File: src/design/mesh_vertex_dedup_top_macros.svh
// Assertion helpers shared by the deduplication block.
// In synthesis the macros expand to nothing.
`ifndef MESH_VERTEX_DEDUP_TOP_MACROS_SVH
`define MESH_VERTEX_DEDUP_TOP_MACROS_SVH

`ifndef SYNTHESIS

// Checks that a property holds at every rising edge outside of reset.
`define MVD_ASSERT(name, clk, rst_n, prop) \
    name: assert property (@(posedge clk) disable iff (!rst_n) (prop)) \
        else $error("mesh_vertex_dedup: check failed");

// Checks that a condition never becomes true outside of reset.
`define MVD_ASSERT_NEVER(name, clk, rst_n, cond) \
    name: assert property (@(posedge clk) disable iff (!rst_n) !(cond)) \
        else $error("mesh_vertex_dedup: forbidden condition seen");

`else

`define MVD_ASSERT(name, clk, rst_n, prop)
`define MVD_ASSERT_NEVER(name, clk, rst_n, cond)

`endif

`endif

File: src/design/mvd_pkg.sv
`default_nettype none

package mvd_pkg;

    // Default capacity of the unique-corner table.
    localparam int MAX_UNIQUE_DEF = 1024;

    // Field widths fixed by the beat formats.
    localparam int POS_W   = 10;
    localparam int COORD_W = 12;
    localparam int INDEX_W = 10;
    localparam int COUNT_W = 11;
    localparam int KEY_W   = 1 + 2 * COORD_W + POS_W;

    // One triangle corner.
    typedef struct packed {
        logic               start_of_mesh;
        logic [POS_W-1:0]   position_index;
        logic [COORD_W-1:0] skin_s;
        logic [COORD_W-1:0] skin_t;
        logic               on_seam;
        logic               faces_front;
    } corner_beat_t;

    // One merge result.
    typedef struct packed {
        logic [INDEX_W-1:0] merged_index;
        logic               is_new;
        logic               table_full;
        logic [COUNT_W-1:0] unique_count;
    } result_beat_t;

    // Controller states.
    typedef enum logic [1:0] {
        ST_IDLE,
        ST_SEARCH,
        ST_FINISH
    } mvd_state_t;

    // Commands from the controller to the datapath.
    typedef struct packed {
        logic load;
        logic search;
        logic finish;
    } mvd_cmd_t;

    // Status from the datapath to the controller.
    typedef struct packed {
        logic search_done;
        logic out_free;
    } mvd_status_t;

endpackage

`default_nettype wire

File: src/design/mvd_ctrl.sv
`default_nettype none

module mvd_ctrl
    import mvd_pkg::*;
(
    input  wire logic        clk,
    input  wire logic        rst_n,
    input  wire logic        corner_valid,
    output logic             corner_stall,
    output mvd_cmd_t         cmd,
    input  wire mvd_status_t status
);

    mvd_state_t state_reg;
    mvd_state_t state_next;

    // Next-state logic.
    always_comb
    begin
        state_next = state_reg;
        case (state_reg)
            ST_IDLE:
            begin
                if (corner_valid)
                begin
                    state_next = ST_SEARCH;
                end
            end
            ST_SEARCH:
            begin
                if (status.search_done)
                begin
                    state_next = ST_FINISH;
                end
            end
            ST_FINISH:
            begin
                if (status.out_free)
                begin
                    state_next = ST_IDLE;
                end
            end
            default:
            begin
                state_next = ST_IDLE;
            end
        endcase
    end

    // Output decode.
    always_comb
    begin
        cmd          = '0;
        corner_stall = 1'b1;
        case (state_reg)
            ST_IDLE:
            begin
                corner_stall = 1'b0;
                cmd.load     = corner_valid;
            end
            ST_SEARCH:
            begin
                cmd.search = 1'b1;
            end
            ST_FINISH:
            begin
                cmd.finish = status.out_free;
            end
            default:
            begin
                cmd = '0;
            end
        endcase
    end

    // State register.
    always_ff @(posedge clk or negedge rst_n)
    begin
        if (!rst_n)
        begin
            state_reg <= ST_IDLE;
        end
        else
        begin
            state_reg <= state_next;
        end
    end

endmodule

`default_nettype wire

File: config.mk
export PLATFORM = sky130hd
export DESIGN_NAME = mvd_ctrl
export DESIGN_NICKNAME = d
export VERILOG_FILES = /design/src/design/mesh_vertex_dedup_top_macros.svh /design/src/design/mvd_pkg.sv /design/src/design/mvd_ctrl.sv
export SDC_FILE = /design/constraint.sdc
export NUM_CORES = 1
export LEC_CHECK = 0
export BUFFER_PORTS_ARGS = -buffer_cell sky130_fd_sc_hd__buf_4
export CORE_AREA = 5 5 42 44
export CTS_BUF_LIST = sky130_fd_sc_hd__clkbuf_4 sky130_fd_sc_hd__clkbuf_8
export CTS_CLUSTER_DIAMETER = 40
export DETAILED_ROUTE_END_ITERATION = 8
export DIE_AREA = 0 0 47 49
export GPL_TIMING_DRIVEN = 0
export PLACE_DENSITY_LB_ADDON = 0.08
export SLEW_MARGIN = 10
export SYNTH_ARGS = -nofsm -noshare
export SYNTH_HDL_FRONTEND = slang
export SYNTH_SLANG_ARGS = --single-unit
File: constraint.sdc
create_clock -name clk -period 2 [get_ports clk]
set_clock_uncertainty 0.1 [all_clocks]
set_input_delay 0.4 -clock clk [delete_from_list [all_inputs] [get_ports clk]]
set_output_delay 0.4 -clock clk [all_outputs]
set_load 0.02 [all_outputs]
==> results.toml, run 1 <==
[timing]
rsz0062_at_grt = "no"
finalHoldViolCount = 0
period_share = 0.813
hold_slack_ns = 0.290
tightest_slew_ns = 0.186
maxSlewHeadroom = 0.875
period_needed_ns = 1.63
setup_viol = 0
fin_tns_setup_ns = 0
maxSlewViolCount = 0
fmax_ghz = 0.615
fin_ws_ns = 0.375

[die]
fp.dieW_um = 47
die_area_um2 = 2300
io_pins = 9
start_util = 0.0857
die_y_um = 49
coreArea_um2 = 1400
rows = 14

[logic_synthesis]
synthCells = 14
synth_seq_cells = 2
syn_avg_cell_area_um2 = 8.58
synth_top_area_frac = 0.417
post_synth_instance_area_um2 = 120
yosysSeqAreaShare = 0.417
ys_warn_count = 0
synth.top_cells.by_area = "dfrtp_1 (42%), nand2b_1 (10%), nor2b_2 (7.3%), a21o_1 (6.3%), buf_4 (6.3%)"
yosys.area.top_type = "dfrtp_1"
synth_fp_nets = 19
synth.distinct_cells = 11

[layout]
layout.cells.non_filler = 42
largest_reg_flops = 2
fin_util = 0.166
layout-drive-gt1-share = 0.500
final_common_cell = "buf_4"
nets = 33
antenna_cells = 0
mostFrequentLayoutCells = "buf_4 (9), clkbuf_4 (3), nor2_1 (2), nand2b_1 (2), dfrtp_1 (2)"
areaGrowthSynthToFinish_pct = 93.8

[critical_path]
cp_slowest_stage_delay_ns = 0.41
slowest_stage = "dfrtp_1"
end_kind = "output pin"
criticalPathCategory = "flop to output pin"
crit_required_ns = 1.50
worst-r2r-cell-count = 2
cp_cell_sequence = "or2_1 > nor2_1 > buf_4"
arrival_ns = 1.13
crit_fanout = 6
rr_startpoint = "state_reg[0]"
worstSetupStartpointType = "flop"
rrSetupSlack_ns = 1.02
r2r_end = "state_reg[1]"

[power]
vdd_drop_max_mv = 0.385
power_density_nw_per_um2 = 1530
p_leak_nw = 0.123

[run_status]
status = "complete, no violations"

[hold_path]
hold_path.class = "input pin to flop"
holdPathEnd = "state_reg[1]"
whs_path_depth = 2
hp-start = "status[1]"

[clocking]
cts_max_level = 1
numCtsBuffers = 3
cts_tree = "done"
numClockSinks = 2
clock_latency_ns = 0.23
ctsLongestPathBuffers = 2
cts_root_buf = "clkbuf_4"
cts_resized = 0
clk_pin_slew_ns = 0.03

[global_route]
antenna_found_initial = 0
overflow = 0
grt_max_degree = 7
grt_pass1_wl_um = 489
grt_usage = 0.0338
grt_pass1_vias = 125

[routing]
wirelength_um = 324
drtIter0Drc = 5
wl_per_cell_um = 7.71
num_vias = 127
detail-route-antenna-nets = 0
via_per_inst = 3.02
drc = 0
first_pass_iters = 2

[flow_run]
maxCapViolCount = 0

[place]
dp_cells = 38
pre_cts_slack_ns = 0.609
place.port_buffers = 8
place.gp.congestion = 0.630
[layout make-up]
cell class / instances / area (µm²)
Fill cell: 172 / 1170
Timing Repair Buffer: 9 / 70.1
Multi-Input combinational cell: 10 / 58.8
Sequential cell: 2 / 50.0
Clock buffer: 3 / 22.5
Tap cell: 16 / 20.0
Buffer: 1 / 7.51
Inverter: 1 / 3.75
[cell families after synthesis]
kind of cell    after synthesis  synth area share
compound gates                2             0.104
simple gates                  8             0.385
flops                         2             0.417
buf+inv                       2            0.0937
[routing by layer]
layer / part of all wire / global-route usage / up-vias
li1: - / - / 67
met1: 0.42 / 0.0352 / 51
met2: 0.36 / 0.0317 / 9
met3: 0.21 / 0.0443 / 0
met4: 0 / 0.0276 / 0
met5: 0 / 0 / -
[critical path, delay by kind of cell, from the launching register on]
| family | cells | cell delay, ns |
|---|---|---|
| DFF | 1 | 0.41 |
| and+or+nand+nor | 2 | 0.35 |
| buffers and inverters | 1 | 0.14 |
[worst max-delay path by stage]
stage | start | endpoint | cells past startpoint
global placement | state_reg[0] | cmd[2] | 3
finish | state_reg[0] | cmd[2] | 3
CTS | state_reg[0] | cmd[2] | 3
floorplan | state_reg[0] | cmd[2] | 2
global route | state_reg[0] | cmd[2] | 3
detailed placement | state_reg[0] | cmd[2] | 3
[timing repair]
| item | CTS | global route |
|---|---|---|
| setup buffers | 0 | 0 |
| hold buffers | 1 | 0 |
| endpoints found under the hold margin | 2 | 0 |
[per-stage QoR]
stage / area, µm² / total power (W)
2_1_floorplan: 120 / 0.000194
3_3_place_gp: 200 / 0.000271
3_5_place_dp: 200 / 0.000269
4_1_cts: 233 / 0.000366
5_1_grt: 233 / 0.000389
6_report: 233 / 0.000357
[Yosys cell counts (all sizes together)]
cell type	count
a21o	1
a21oi	1
or2	1
nor2	2
dfrtp	2
buf	1
nand2	1
inv	1
nand2b	2
nor2b	1
nor3b	1
[power by group]
group	switching (W)	leakage, nW	internal (W)
logic	0.0000873	0.0833	0.0000954
registers	0.0000242	0.0255	0.0000593
clock network	0.0000243	0.0138	0.0000663
total	0.000136	0.123	0.000221
Note: power is estimated with default switching activity, not from simulation.
==> run 2, diff against run 1 <==
==> constraint.sdc (replaced) <==
create_clock -name clk -period 1.4 [get_ports clk]
set_clock_uncertainty 0.1 [all_clocks]
set_input_delay 0.28 -clock clk [delete_from_list [all_inputs] [get_ports clk]]
set_output_delay 0.28 -clock clk [all_outputs]
set_load 0.02 [all_outputs]
==> run 2 against run 1 <==
  * The run now ends with setup timing left
  * Worst setup slack worse by 0.46 ns
  * Via count is 12% higher
  * Global-route usage is 0.56 points higher
  * Clock power is 41% higher
  * Clock-buffer cell count stayed put
  * Register-to-register slack worse by 0.64 ns
  * Final cell count is 4.8% higher
  * Critical endpoint is now cmd[1]
==> results.toml, run 2 (same netlist as run 1, synthesis figures left out) <==
[die]
coreArea_um2 = 1400
fp.dieW_um = 47
die_y_um = 49
io_pins = 9
rows = 14
start_util = 0.0857
die_area_um2 = 2300

[power]
power_frac_clock = 0.205
power_density_nw_per_um2 = 2250
p_leak_nw = 0.138
switching_share = 0.370
p_seq_frac = 0.176
p_switching_w = 0.000231
vdd_drop_max_mv = 0.635
p_total_w = 0.000623
p_int_w = 0.000393
p_comb_frac = 0.619

[global_route]
overflow = 0
antenna_found_initial = 0
grt_max_degree = 6
grt_pass1_vias = 155
grt_pass1_wl_um = 607
grt_usage = 0.0395

[place]
dp_cells = 38
placed_area_um2 = 203
place.port_buffers = 8
place.gp.congestion = 0.565

[critical_path]
cp_slowest_stage_delay_ns = 0.38
arrival_ns = 1.10
end_kind = "output pin"
path_buf_inv = 3
criticalPathCategory = "flop to output pin"
worstSetupStartpointType = "flop"
slowest_stage = "dfrtp_1"
crit_fanout = 3
cpLargestDelayFamily = "flip-flops"
cpMostUsedCell = "buf_4"
crit_required_ns = 1.02
cp_cell_sequence = "buf_4 > nor2b_2 > buf_4 > buf_4"

[timing]
maxSlewHeadroom = 0.890
tightest_slew_ns = 0.164
period_needed_ns = 1.48
setup_viol = 3
finalHoldViolCount = 0
maxSlewViolCount = 0
fin_ws_ns = -0.0837
period_share = 1.06
fmax_ghz = 0.674
rsz0062_at_grt = "yes"

[layout]
areaGrowthSynthToFinish_pct = 130
final_area_um2 = 277
layout-drive-gt1-share = 0.643
antenna_cells = 0
num-fill-cells = 172
final_common_cell = "buf_4"
layout.cells.non_filler = 44
mostFrequentLayoutCells = "buf_4 (8), clkbuf_4 (3), buf_6 (3)"
fin_util = 0.197
largest_reg_flops = 2
nets = 35

[routing]
first_pass_iters = 4
drtIter0Drc = 2
wirelength_um = 354
drc = 0
via_per_inst = 3.23
detail-route-antenna-nets = 0
num_vias = 142
wl_per_cell_um = 8.05

[clocking]
ctsLongestPathBuffers = 2
numCtsBuffers = 3
cts_tree = "done"
clk_pin_slew_ns = 0.03
cts_max_level = 1
numClockSinks = 2
cts_root_buf = "clkbuf_4"
clock_latency_ns = 0.22

[run_status]
violations = "setup timing"
status = "finished with violations"

[hold_path]
hold_path.class = "input pin to flop"

[flow_run]
maxCapViolCount = 0
run 2: repair_timing:
item / in CTS / in global routing
setup endpoints to repair: 3 / 4
setup buffers: 2 / 0
gates resized for setup: 6 / 1
hold endpoints to repair: 2 / 0
pin swaps: 2 / 2
hold buffers: 1 / 0
gates cloned: 0 / 0
run 2: final cells by class:
type                       instances  area (µm²)  share of cell area
inverter                           1        3.75              0.0136
multi-input combinational         10        76.3               0.276
tap                               16        20.0              0.0724
sequential                         2        50.0               0.181
clock buffer                       3        22.5              0.0814
buffer                             1        7.51              0.0271
timing repair buffer              11        96.3               0.348
run 2: through the flow:
stage               setup WS, ns  setup TNS [ns]  hold slack, ns
floorplan                 0.0698               0          -0.116
global placement           0.138               0         -0.0373
detailed placement         0.121               0         -0.0364
CTS                       -0.108          -0.212           0.173
global route              -0.134          -0.362           0.189
finish                   -0.0837          -0.188           0.175
run 2: power groups by stage:
stage	clock network [W]	registers [W]	logic [W]
2_1_floorplan	0	0.000111	0.000171
3_3_place_gp	0	0.000120	0.000270
3_5_place_dp	0	0.000119	0.000274
4_1_cts	0.000138	0.000109	0.000385
5_1_grt	0.000146	0.000113	0.000411
6_report	0.000128	0.000110	0.000386
run 2: per-layer routing:
metal	up-vias	GRT usage	part of all wire
met3	0	0.0332	0.082
met1	67	0.0374	0.34
met2	4	0.0543	0.58
met4	0	0.0276	0
li1	71	-	-
met5	-	0	0
run 2: path summary, 6_finish.rpt:
path	start	to	slack, ns	cells after the start
worst max-delay path	state_reg[1]	cmd[1]	-0.08	4
worst min-delay path	status[1]	state_reg[1]	0.18	2
worst max register to register	state_reg[0]	state_reg[1]	0.38	3
worst min register to register	state_reg[1]	state_reg[0]	0.36	1
max in group asynchronous	rst_n	state_reg[0]	0.83	2
min in group asynchronous	rst_n	state_reg[1]	0.28	2
